<file path="config.mk">
export PLATFORM = sky130hd
export DESIGN_NAME = two_level_event_channel_dispatch_core
export DESIGN_NICKNAME = d
export VERILOG_FILES = /design/src/tlecd_pkg.sv /design/src/two_level_event_channel_dispatch_core.sv
export SDC_FILE = /design/constraint.sdc
export NUM_CORES = 1
export LEC_CHECK = 0
export BUFFER_PORTS_ARGS = -buffer_cell sky130_fd_sc_hd__buf_4
export CORE_MARGIN = 4
export CORE_UTILIZATION = 55
export DETAILED_ROUTE_END_ITERATION = 7
export PLACE_DENSITY = 0.72
export SLEW_MARGIN = 20
export SYNTH_ARGS = -nofsm -noshare
export SYNTH_HDL_FRONTEND = slang
export SYNTH_SLANG_ARGS = --single-unit
</file>
<file path="constraint.sdc">
create_clock -name clock -period 3.17 [get_ports clock]
set_input_delay 0.7925 -clock clock [delete_from_list [all_inputs] [get_ports clock]]
set_output_delay 0.7925 -clock clock [all_outputs]
set_load 0.03 [all_outputs]
</file>
<file path="src/tlecd_pkg.sv">
// ----------------------------------------------------------------------------
// Two-level event channel dispatch: shared definitions
// Field widths, operation codes, result limits and the controller state type.
// ----------------------------------------------------------------------------
package tlecd_pkg;

   localparam int KIND_W    = 3;
   localparam int PORT_W    = 5;
   localparam int VCPU_W    = 2;
   localparam int PRESENT_W = 4;

   // A poll never emits more results than this.
   localparam int MAX_RESULTS = 32;
   localparam int COUNT_W     = $clog2(MAX_RESULTS + 1);

   localparam logic [PRESENT_W-1:0] PRESENT_RESET = 4'hF;

   localparam logic [KIND_W-1:0] KIND_RAISE  = 3'd0;
   localparam logic [KIND_W-1:0] KIND_ACK    = 3'd1;
   localparam logic [KIND_W-1:0] KIND_MASK   = 3'd2;
   localparam logic [KIND_W-1:0] KIND_UNMASK = 3'd3;
   localparam logic [KIND_W-1:0] KIND_POLL   = 3'd4;
   localparam logic [KIND_W-1:0] KIND_TAKE   = 3'd5;

   typedef enum logic [2:0] {
      ST_IDLE,
      ST_EXEC,
      ST_SCAN,
      ST_LOAD,
      ST_BITS
   } state_type;

endpackage

</file>
<file path="src/two_level_event_channel_dispatch_core.sv">
// ----------------------------------------------------------------------------
// Two-level event channel dispatch core
// Pending/mask words, per-vCPU selectors and upcall flags kept in two RAMs.
// ----------------------------------------------------------------------------
// Usage:
//   A transaction is issued by raising start with req_kind, req_port and
//   req_vcpu while busy is low. The core is then busy until the last result
//   of that transaction has been driven. Results appear on the rsp_ ports for
//   exactly one cycle each, marked by rsp_valid; the last one carries
//   rsp_last. The receiver cannot stall, so no result is ever held back.
//   The csr_ channel writes the vCPU presence mask; csr_ready is always high
//   and writes are expected only while the core is idle.
// Sequencing:
//   Raise, ack, mask, unmask, take-upcall and unused kinds first read both
//   state RAMs, then write back and register the result.
//   A new transaction can be accepted in the cycle the result is shown.
//   A poll scans the selector from the resume point, with a word RAM read per
//   flagged word visited and an emit loop that handles one port per cycle.
// Reset:
//   Synchronous reset returns the controller to idle and clears the per-entry
//   valid bits, so every word reads as nothing pending, all masked, and every
//   vCPU as empty selector, no upcall and resume at word zero.
// ----------------------------------------------------------------------------
module two_level_event_channel_dispatch_core #(
   parameter int WORD_BITS      = 8,
   parameter int SELECTOR_WORDS = 4,
   parameter int VCPUS          = 4
) (
   input  logic                             clock,
   input  logic                             reset,

   input  logic                             start,
   output logic                             busy,
   input  logic [tlecd_pkg::KIND_W-1:0]     req_kind,
   input  logic [tlecd_pkg::PORT_W-1:0]     req_port,
   input  logic [tlecd_pkg::VCPU_W-1:0]     req_vcpu,

   output logic                             rsp_valid,
   output logic [tlecd_pkg::PORT_W-1:0]     rsp_event_port,
   output logic                             rsp_port_valid,
   output logic                             rsp_flag,
   output logic                             rsp_last,

   input  logic                             csr_valid,
   output logic                             csr_ready,
   input  logic [tlecd_pkg::PRESENT_W-1:0]  csr_data
);

   localparam int WA   = (SELECTOR_WORDS > 1) ? $clog2(SELECTOR_WORDS) : 1;
   localparam int VA   = (VCPUS > 1) ? $clog2(VCPUS) : 1;
   localparam int BA   = $clog2(WORD_BITS);
   localparam int WE_W = 2 * WORD_BITS;              // {pending, mask}
   localparam int VE_W = SELECTOR_WORDS + 1 + WA;    // {selector, upcall, resume}

   // The port number is only five bits wide, so splitting it into word and
   // bit is a small constant table.
   function automatic logic [tlecd_pkg::PORT_W-1:0] port_word(
      input logic [tlecd_pkg::PORT_W-1:0] p);
      logic [tlecd_pkg::PORT_W-1:0] r;
      r = '0;
      for (int i = 0; i < 32; i++) begin
         if (p == tlecd_pkg::PORT_W'(i)) begin
            r = tlecd_pkg::PORT_W'(i / WORD_BITS);
         end
      end
      return r;
   endfunction

   function automatic logic [BA-1:0] port_bit(input logic [tlecd_pkg::PORT_W-1:0] p);
      logic [BA-1:0] r;
      r = '0;
      for (int i = 0; i < 32; i++) begin
         if (p == tlecd_pkg::PORT_W'(i)) begin
            r = BA'(i % WORD_BITS);
         end
      end
      return r;
   endfunction

   function automatic logic [BA-1:0] lowest_set(input logic [WORD_BITS-1:0] v);
      logic [BA-1:0] r;
      r = '0;
      for (int i = WORD_BITS - 1; i >= 0; i--) begin
         if (v[i]) begin
            r = BA'(i);
         end
      end
      return r;
   endfunction

   // Controller state.
   tlecd_pkg::state_type state_ff, state_in;

   // Latched transaction.
   logic [tlecd_pkg::KIND_W-1:0]    kind_ff;
   logic [WA-1:0]                   waddr_ff;
   logic [BA-1:0]                   bidx_ff;
   logic                            port_ok_ff;
   logic [VA-1:0]                   vaddr_ff;
   logic                            vin_ff;
   logic [tlecd_pkg::VCPU_W-1:0]    vcpu_ff;

   logic [tlecd_pkg::PRESENT_W-1:0] vcpu_present_ff;

   // Word RAM: pending and mask bits of one port word per entry.
   logic [WE_W-1:0]           word_mem [SELECTOR_WORDS];
   logic [SELECTOR_WORDS-1:0] word_vld_ff;
   logic [WE_W-1:0]           word_q_ff;
   logic                      word_qv_ff;
   logic [WA-1:0]             word_rd_addr;
   logic                      word_we;
   logic [WE_W-1:0]           word_wr_data;

   // vCPU RAM: selector, upcall flag and resume point per vCPU.
   logic [VE_W-1:0]  vcpu_mem [VCPUS];
   logic [VCPUS-1:0] vcpu_vld_ff;
   logic [VE_W-1:0]  vcpu_q_ff;
   logic             vcpu_qv_ff;
   logic             vcpu_we;
   logic [VE_W-1:0]  vcpu_wr_data;

   // Poll scan state.
   logic [SELECTOR_WORDS-1:0]     sel_ff, sel_in;
   logic [WA-1:0]                 cur_ff, cur_in;
   logic                          upc_ff, upc_in;
   logic [WORD_BITS-1:0]          pm_ff, pm_in;
   logic [tlecd_pkg::COUNT_W-1:0] count_ff, count_in;
   logic                          held_vld_ff, held_vld_in;
   logic [tlecd_pkg::PORT_W-1:0]  held_port_ff, held_port_in;

   // Result register.
   logic                         rsp_valid_ff, rsp_valid_in;
   logic [tlecd_pkg::PORT_W-1:0] rsp_port_ff, rsp_port_in;
   logic                         rsp_pvld_ff, rsp_pvld_in;
   logic                         rsp_flag_ff, rsp_flag_in;
   logic                         rsp_last_ff, rsp_last_in;

   // Decoded views.
   logic                         accept;
   logic [tlecd_pkg::PORT_W-1:0] req_word;
   logic [WORD_BITS-1:0]         word_pend, word_mask, bit_mask;
   logic [SELECTOR_WORDS-1:0]    vcpu_sel, sel_bit;
   logic                         vcpu_upc, vcpu_ok, poll_go, cur_at_end;
   logic [WA-1:0]                vcpu_res, cur_next;
   logic [BA-1:0]                low_bit;
   logic [tlecd_pkg::PORT_W-1:0] scan_port;

   assign busy      = (state_ff != tlecd_pkg::ST_IDLE);
   assign accept    = start && !busy;
   assign csr_ready = 1'b1;
   assign req_word  = port_word(req_port);

   // An entry that was never written reads as its reset value.
   assign word_pend = word_qv_ff ? word_q_ff[WE_W-1:WORD_BITS] : '0;
   assign word_mask = word_qv_ff ? word_q_ff[WORD_BITS-1:0] : '1;
   assign vcpu_sel  = vcpu_qv_ff ? vcpu_q_ff[VE_W-1 -: SELECTOR_WORDS] : '0;
   assign vcpu_upc  = vcpu_qv_ff ? vcpu_q_ff[WA] : 1'b0;
   assign vcpu_res  = vcpu_qv_ff ? vcpu_q_ff[WA-1:0] : '0;

   assign bit_mask  = WORD_BITS'(1) << bidx_ff;
   assign sel_bit   = SELECTOR_WORDS'(1) << waddr_ff;
   assign vcpu_ok   = vin_ff && vcpu_present_ff[vcpu_ff];
   assign poll_go   = vcpu_ok && (vcpu_sel != '0);

   assign cur_at_end = (cur_ff == WA'(SELECTOR_WORDS - 1));
   assign cur_next   = cur_at_end ? '0 : WA'(cur_ff + 1'b1);
   assign low_bit    = lowest_set(pm_ff);
   assign scan_port  = tlecd_pkg::PORT_W'(32'(cur_ff) * WORD_BITS + 32'(low_bit));

   // The word RAM is addressed by the scan pointer in the scan state of a poll
   // and by the request port in every other state.
   assign word_rd_addr = (state_ff == tlecd_pkg::ST_SCAN) ? cur_ff : WA'(req_word);

   // Next-state logic.
   always_comb begin
      state_in = state_ff;
      unique case (state_ff)
         tlecd_pkg::ST_IDLE: begin
            if (start) begin
               state_in = tlecd_pkg::ST_EXEC;
            end
         end
         tlecd_pkg::ST_EXEC: begin
            if ((kind_ff == tlecd_pkg::KIND_POLL) && poll_go) begin
               state_in = tlecd_pkg::ST_SCAN;
            end else begin
               state_in = tlecd_pkg::ST_IDLE;
            end
         end
         tlecd_pkg::ST_SCAN: begin
            if (sel_ff == '0) begin
               state_in = tlecd_pkg::ST_IDLE;
            end else if (sel_ff[cur_ff]) begin
               state_in = tlecd_pkg::ST_LOAD;
            end
         end
         tlecd_pkg::ST_LOAD: begin
            state_in = tlecd_pkg::ST_BITS;
         end
         tlecd_pkg::ST_BITS: begin
            if (pm_ff == '0) begin
               state_in = tlecd_pkg::ST_SCAN;
            end
         end
         default: begin
            state_in = tlecd_pkg::ST_IDLE;
         end
      endcase
   end

   // Datapath control and results.
   always_comb begin
      word_we      = 1'b0;
      word_wr_data = {word_pend, word_mask};
      vcpu_we      = 1'b0;
      vcpu_wr_data = {vcpu_sel, vcpu_upc, vcpu_res};
      sel_in       = sel_ff;
      cur_in       = cur_ff;
      upc_in       = upc_ff;
      pm_in        = pm_ff;
      count_in     = count_ff;
      held_vld_in  = held_vld_ff;
      held_port_in = held_port_ff;
      rsp_valid_in = 1'b0;
      rsp_port_in  = '0;
      rsp_pvld_in  = 1'b0;
      rsp_flag_in  = 1'b0;
      rsp_last_in  = 1'b0;

      unique case (state_ff)
         tlecd_pkg::ST_EXEC: begin
            // Every kind except a poll that finds work answers right here.
            rsp_valid_in = 1'b1;
            rsp_last_in  = 1'b1;
            unique case (kind_ff)
               tlecd_pkg::KIND_RAISE: begin
                  if (port_ok_ff) begin
                     word_we      = 1'b1;
                     word_wr_data = {word_pend | bit_mask, word_mask};
                     // An unmasked port also flags its word and the upcall.
                     if (((word_mask & bit_mask) == '0) && vin_ff) begin
                        vcpu_we      = 1'b1;
                        vcpu_wr_data = {vcpu_sel | sel_bit, 1'b1, vcpu_res};
                     end
                  end
               end
               tlecd_pkg::KIND_ACK: begin
                  if (port_ok_ff) begin
                     word_we      = 1'b1;
                     word_wr_data = {word_pend & ~bit_mask, word_mask};
                  end
               end
               tlecd_pkg::KIND_MASK: begin
                  if (port_ok_ff) begin
                     word_we      = 1'b1;
                     word_wr_data = {word_pend, word_mask | bit_mask};
                  end
               end
               tlecd_pkg::KIND_UNMASK: begin
                  if (port_ok_ff) begin
                     word_we      = 1'b1;
                     word_wr_data = {word_pend, word_mask & ~bit_mask};
                     rsp_flag_in  = word_pend[bidx_ff];
                  end
               end
               tlecd_pkg::KIND_POLL: begin
                  // The selector is taken into the scan registers; the vCPU
                  // entry is written back once the scan has ended.
                  if (poll_go) begin
                     rsp_valid_in = 1'b0;
                     rsp_last_in  = 1'b0;
                     sel_in       = vcpu_sel;
                     cur_in       = vcpu_res;
                     upc_in       = vcpu_upc;
                     count_in     = '0;
                     held_vld_in  = 1'b0;
                  end
               end
               tlecd_pkg::KIND_TAKE: begin
                  if (vcpu_ok) begin
                     rsp_flag_in  = vcpu_upc;
                     vcpu_we      = 1'b1;
                     vcpu_wr_data = {vcpu_sel, 1'b0, vcpu_res};
                  end
               end
               default: begin
               end
            endcase
         end
         tlecd_pkg::ST_SCAN: begin
            if (sel_ff == '0) begin
               // Scan finished: clear the selector, store the resume point
               // and release the held port as the last result.
               vcpu_we      = 1'b1;
               vcpu_wr_data = {{SELECTOR_WORDS{1'b0}}, upc_ff, cur_ff};
               rsp_valid_in = 1'b1;
               rsp_port_in  = held_vld_ff ? held_port_ff : '0;
               rsp_pvld_in  = held_vld_ff;
               rsp_last_in  = 1'b1;
               held_vld_in  = 1'b0;
            end else if (!sel_ff[cur_ff]) begin
               cur_in = cur_next;
            end
         end
         tlecd_pkg::ST_LOAD: begin
            pm_in          = word_pend & ~word_mask;
            sel_in[cur_ff] = 1'b0;
         end
         tlecd_pkg::ST_BITS: begin
            if (pm_ff != '0) begin
               pm_in = pm_ff & (pm_ff - 1'b1);
               if (count_ff < tlecd_pkg::COUNT_W'(tlecd_pkg::MAX_RESULTS)) begin
                  // One port is held back so that the final one can be
                  // marked as last when the scan ends.
                  count_in     = tlecd_pkg::COUNT_W'(count_ff + 1'b1);
                  held_vld_in  = 1'b1;
                  held_port_in = scan_port;
                  if (held_vld_ff) begin
                     rsp_valid_in = 1'b1;
                     rsp_port_in  = held_port_ff;
                     rsp_pvld_in  = 1'b1;
                  end
               end
            end else begin
               cur_in = cur_next;
            end
         end
         default: begin
         end
      endcase
   end

   // Control registers.
   always_ff @(posedge clock) begin
      if (reset) begin
         state_ff        <= tlecd_pkg::ST_IDLE;
         word_vld_ff     <= '0;
         vcpu_vld_ff     <= '0;
         vcpu_present_ff <= tlecd_pkg::PRESENT_RESET;
         held_vld_ff     <= 1'b0;
         rsp_valid_ff    <= 1'b0;
      end else begin
         state_ff     <= state_in;
         held_vld_ff  <= held_vld_in;
         rsp_valid_ff <= rsp_valid_in;
         if (word_we) begin
            word_vld_ff[waddr_ff] <= 1'b1;
         end
         if (vcpu_we) begin
            vcpu_vld_ff[vaddr_ff] <= 1'b1;
         end
         if (csr_valid) begin
            vcpu_present_ff <= csr_data;
         end
      end
   end

   // Word RAM with registered read port.
   always_ff @(posedge clock) begin
      if (word_we) begin
         word_mem[waddr_ff] <= word_wr_data;
      end
      word_q_ff  <= word_mem[word_rd_addr];
      word_qv_ff <= word_vld_ff[word_rd_addr];
   end

   // vCPU RAM with registered read port.
   always_ff @(posedge clock) begin
      if (vcpu_we) begin
         vcpu_mem[vaddr_ff] <= vcpu_wr_data;
      end
      vcpu_q_ff  <= vcpu_mem[VA'(req_vcpu)];
      vcpu_qv_ff <= vcpu_vld_ff[VA'(req_vcpu)];
   end

   // Payload registers.
   always_ff @(posedge clock) begin
      if (accept) begin
         kind_ff    <= req_kind;
         waddr_ff   <= WA'(req_word);
         bidx_ff    <= port_bit(req_port);
         port_ok_ff <= (32'(req_word) < SELECTOR_WORDS);
         vaddr_ff   <= VA'(req_vcpu);
         vin_ff     <= (32'(req_vcpu) < VCPUS);
         vcpu_ff    <= req_vcpu;
      end
      sel_ff       <= sel_in;
      cur_ff       <= cur_in;
      upc_ff       <= upc_in;
      pm_ff        <= pm_in;
      count_ff     <= count_in;
      held_port_ff <= held_port_in;
      rsp_port_ff  <= rsp_port_in;
      rsp_pvld_ff  <= rsp_pvld_in;
      rsp_flag_ff  <= rsp_flag_in;
      rsp_last_ff  <= rsp_last_in;
   end

   assign rsp_valid      = rsp_valid_ff;
   assign rsp_event_port = rsp_port_ff;
   assign rsp_port_valid = rsp_pvld_ff;
   assign rsp_flag       = rsp_flag_ff;
   assign rsp_last       = rsp_last_ff;

endmodule

</file>
==> metrics.csv <==
stage;metric;value;unit
outcome;status;completed;
sta;rsz0062_at_grt;no;
sta;finClkSkew;8.08;ps
setup_path;critPathTopFamily;simple AND/OR/NAND/NOR gates;
clock_tree;cts_sinks;178;
logic_synthesis;synthCells;507;
placed_design;dp_hpwl;9500;um
sta;fin_tns_setup;0;ps
setup_path;start_kind;flip-flop;
sta;setup_viol;0;
setup_path;path_class;flip-flop to flip-flop;
power_and_ir_drop;vdd_ir_drop_max;0.000511;V
logic_synthesis;ys_seq_area_share;65.9;%
floorplan;start_util;57.1;%
logic_synthesis;synth.distinct_cells;58;
clock_tree;cts_made_buffers;17;
sta;worst_slew_margin_rel;45.0;%
sta;fmax;0.375;GHz
sta;fin_ws;506;ps
floorplan;placement_rows;41;
logic_synthesis;netlist_area;7360;um^2
sta;final.period_utilization;84.0;%
global_routing;antenna_found_initial;0;
route;vias_per_cell;5.86;
clock_tree;cts_setup_buffers;0;
power_and_ir_drop;p_sw;1.05;mW
global_routing;gr-usage-all-layers;20.4;%
sta;hold_viol_final;0;
setup_path;crit_path_max_fanout;10;
route;ant_nets;0;
cells_and_area;num-fill-cells;924;
global_routing;grt_pass1_wl;22900;um
flow_run;max_cap_violations;0;
sta;maxSlewViolCount;0;
setup_path;arrival;2730;ps
cells_and_area;multi_input_area;2310;um^2
logic_synthesis;synth_edf_count;128;
power_and_ir_drop;internal_power;3.72;mW
cells_and_area;nets;558;
power_and_ir_drop;power.leakage;2.84;nW
route;routed_wl;14100;um
sta;min_period;2660;ps
placed_design;gp_congestion;0.841;
logic_synthesis;synth_fp_nets;530;
floorplan;coreArea;12900;um^2
clock_tree;cts_tree;yes;
route;drtPass1Iterations;5;
route;drt_iter0_drc;436;
logic_synthesis;async_reset_ff_share;0;%
floorplan;dieArea;15300;um^2
setup_path;ff2ff_setup_slack;510;ps
clock_tree;clk_latency;430;ps
cells_and_area;stdcell_area;8290;um^2
placed_design;port-buffer-count;27;
logic_synthesis;post_synth.cell_area_avg;14.5;um^2
cells_and_area;seq_area;4840;um^2
global_routing;grt_start_max_net_pins;26;
global_routing;overflow;0;
setup_path;crit_path_top_delay_cell;edfxtp_1;
setup_path;end_kind;flip-flop;
clock_tree;clockRootBuffer;clkbuf_16;
setup_path;worst-path-buf-inv;0;
route;num_vias;4222;
power_and_ir_drop;finalPower;4.77;mW
power_and_ir_drop;clockPowerShare;41.4;%
clock_tree;path_clk_slew;70;ps
sta;worst_slew_pin_slew;809;ps
power_and_ir_drop;p_seq_share;54.2;%
floorplan;die_w;124;um
min_path;hold_class;flip-flop to flip-flop;
clock_tree;post_cts_resized;0;
placed_design;place_area;7730;um^2
cells_and_area;drive_gt1_share;20.8;%
global_routing;grt_pass1_vias;4174;
setup_path;cpPeakStageDelay;510;ps
power_and_ir_drop;p_comb_share;4.4;%
logic_synthesis;ys.flop_type;edfxtp_1;
power_and_ir_drop;switching_share;22.0;%
floorplan;die_y;124;um
placed_design;dp_slack;530;ps
sta;holdWs;439;ps
power_and_ir_drop;power_density;576;nW/um^2
clock_tree;cts_buffer_depth;2;
route;wl_per_cell;19.6;um
logic_synthesis;yosysWarnings;0;
floorplan;ios;29;
setup_path;cp.required;3230;ps
clock_tree;h-tree-depth;4;
cells_and_area;area_delta_synth_final;12.6;%
route;drc;0;
logic_synthesis;ys_ff_latch;178;
setup_path;cp_cell_sequence;or3b_2 -> o22ai_1 -> a21oi_1 -> or2_2 -> nor4_1;
clock_tree;cts_hold_buf;0;
cells_and_area;antennaDiodeCount;0;
## logic make-up (layout without fill, tap and decap cells)
| family | Yosys count | in the layout | synth area share (%) |
|---|---|---|---|
| other cells | 1 | 1 | 0.0510 |
| fa+ha+maj | 5 | 5 | 0.850 |
| simple gates | 164 | 164 | 12.1 |
| xor+xnor | 5 | 5 | 0.595 |
| flops | 178 | 178 | 65.9 |
| buf+inv | 44 | 85 | 2.86 |
| compound gates | 68 | 68 | 6.82 |
| mux | 42 | 42 | 10.9 |
## worst register-to-register path: cells and delay by family, from the launching register on
family / cells / cell delay, ps
and+or+nand+nor: 3 / 1300
DFF: 1 / 510
AOI/OAI and AO/OA: 2 / 490
## layout by cell type, fill, tap and decap left out, types with 5 or more instances in the layout
cell,netlist,routed
mux4_2,22,22
nor3_1,8,7
inv_1,11,11
nand2_1,26,26
and2_1,11,11
clkbuf_16,0,17
nand3_1,24,24
dfxtp_1,50,50
ha_1,5,5
o31ai_1,6,6
o21ai_0,17,17
a21oi_1,15,15
mux2i_1,12,11
nor3b_1,5,5
nor2b_1,11,11
nor4_1,5,5
buf_4,2,42
edfxtp_1,128,128
nand2b_1,16,16
mux4_1,6,6
nor2_1,37,37
## power by group through the flow
stage               clock network (mW)  registers (mW)  logic (mW)
CTS                               2.01            2.58       0.214
global route                      2.13            2.59       0.231
finish                            1.98            2.58       0.211
floorplan                            0            2.60       0.165
global placement                     0            2.63       0.207
detailed placement                   0            2.63       0.212
## state kept, by name (all words and copies together) (netlist names), 2 cells and up
name,count
state_ff,3
pm_ff,8
held_port_ff,5
vcpu_mem,28
waddr_ff,2
word_vld_ff,4
vcpu_ff,2
word_mem,64
sel_ff,4
kind_ff,3
count_ff,6
vcpu_present_ff,4
cur_ff,2
word_q_ff,16
vcpu_q_ff,7
vcpu_vld_ff,4
bidx_ff,3
rsp_event_port,5
## synth_stat cells (all sizes together) (2+ instances only)
cell type	number	area [um^2]
o211ai	2	15.0
nor3b	7	62.6
nand2b	16	100
nor4	5	31.3
and3	2	12.5
o41ai	3	48.8
xor2	2	17.5
a21oi	15	75.1
or2	2	12.5
nand2	26	97.6
nor2	37	139
nor2b	12	82.6
nor3	8	40.0
xnor2	3	26.3
or4	2	15.0
a31oi	4	25.0
a211o	4	35.0
o21ai	17	85.1
nand3b	4	30.0
nand3	24	120
o31ai	6	45.0
edfxtp	128	3840
mux4	28	653
inv	11	41.3
or3b	3	26.3
and2	11	68.8
mux2i	13	134
dfxtp	50	1000
ha	5	62.6
o311ai	2	17.5
o32ai	4	61.3
clkbuf	22	82.6
buf	11	86.3
o22ai	2	12.5
## per-stage QoR
| step | util, % | cells |
|---|---|---|
| 2_1_floorplan | - | 507 |
| 3_3_place_gp | 60.0 | 688 |
| 3_5_place_dp | 60.0 | 688 |
| 4_1_cts | 64.3 | 720 |
| 5_1_grt | 64.3 | 720 |
| 6_report | 64.3 | 720 |
## path summary, 6_finish.rpt
path | from | to | cells after the start
worst min-delay path | held_port_ff[2] | rsp_event_port[2] | 1
worst max register to register | kind_ff[1] | cur_ff[1] | 5
worst min register to register | held_port_ff[2] | rsp_event_port[2] | 1
worst max-delay path | kind_ff[1] | cur_ff[1] | 5
## area by class of cell
class | count | area share (%)
clock buffer | 18 | 5.18
clock inverter | 14 | 1.57
inverter | 11 | 0.498
multi-input combinational | 285 | 27.9
sequential | 178 | 58.5
tap | 172 | 2.60
timing repair buffer | 42 | 3.81
## routing by layer
layer / routed length (um) / GRT usage, % / vias to the layer above
met5: 0 / 0 / -
met4: 256 / 7.06 / 0
met3: 652 / 5.50 / 16
met2: 6670 / 31.3 / 109
met1: 6540 / 28.5 / 2118
li1: - / - / 1979
(Power assumes the default switching activity.)
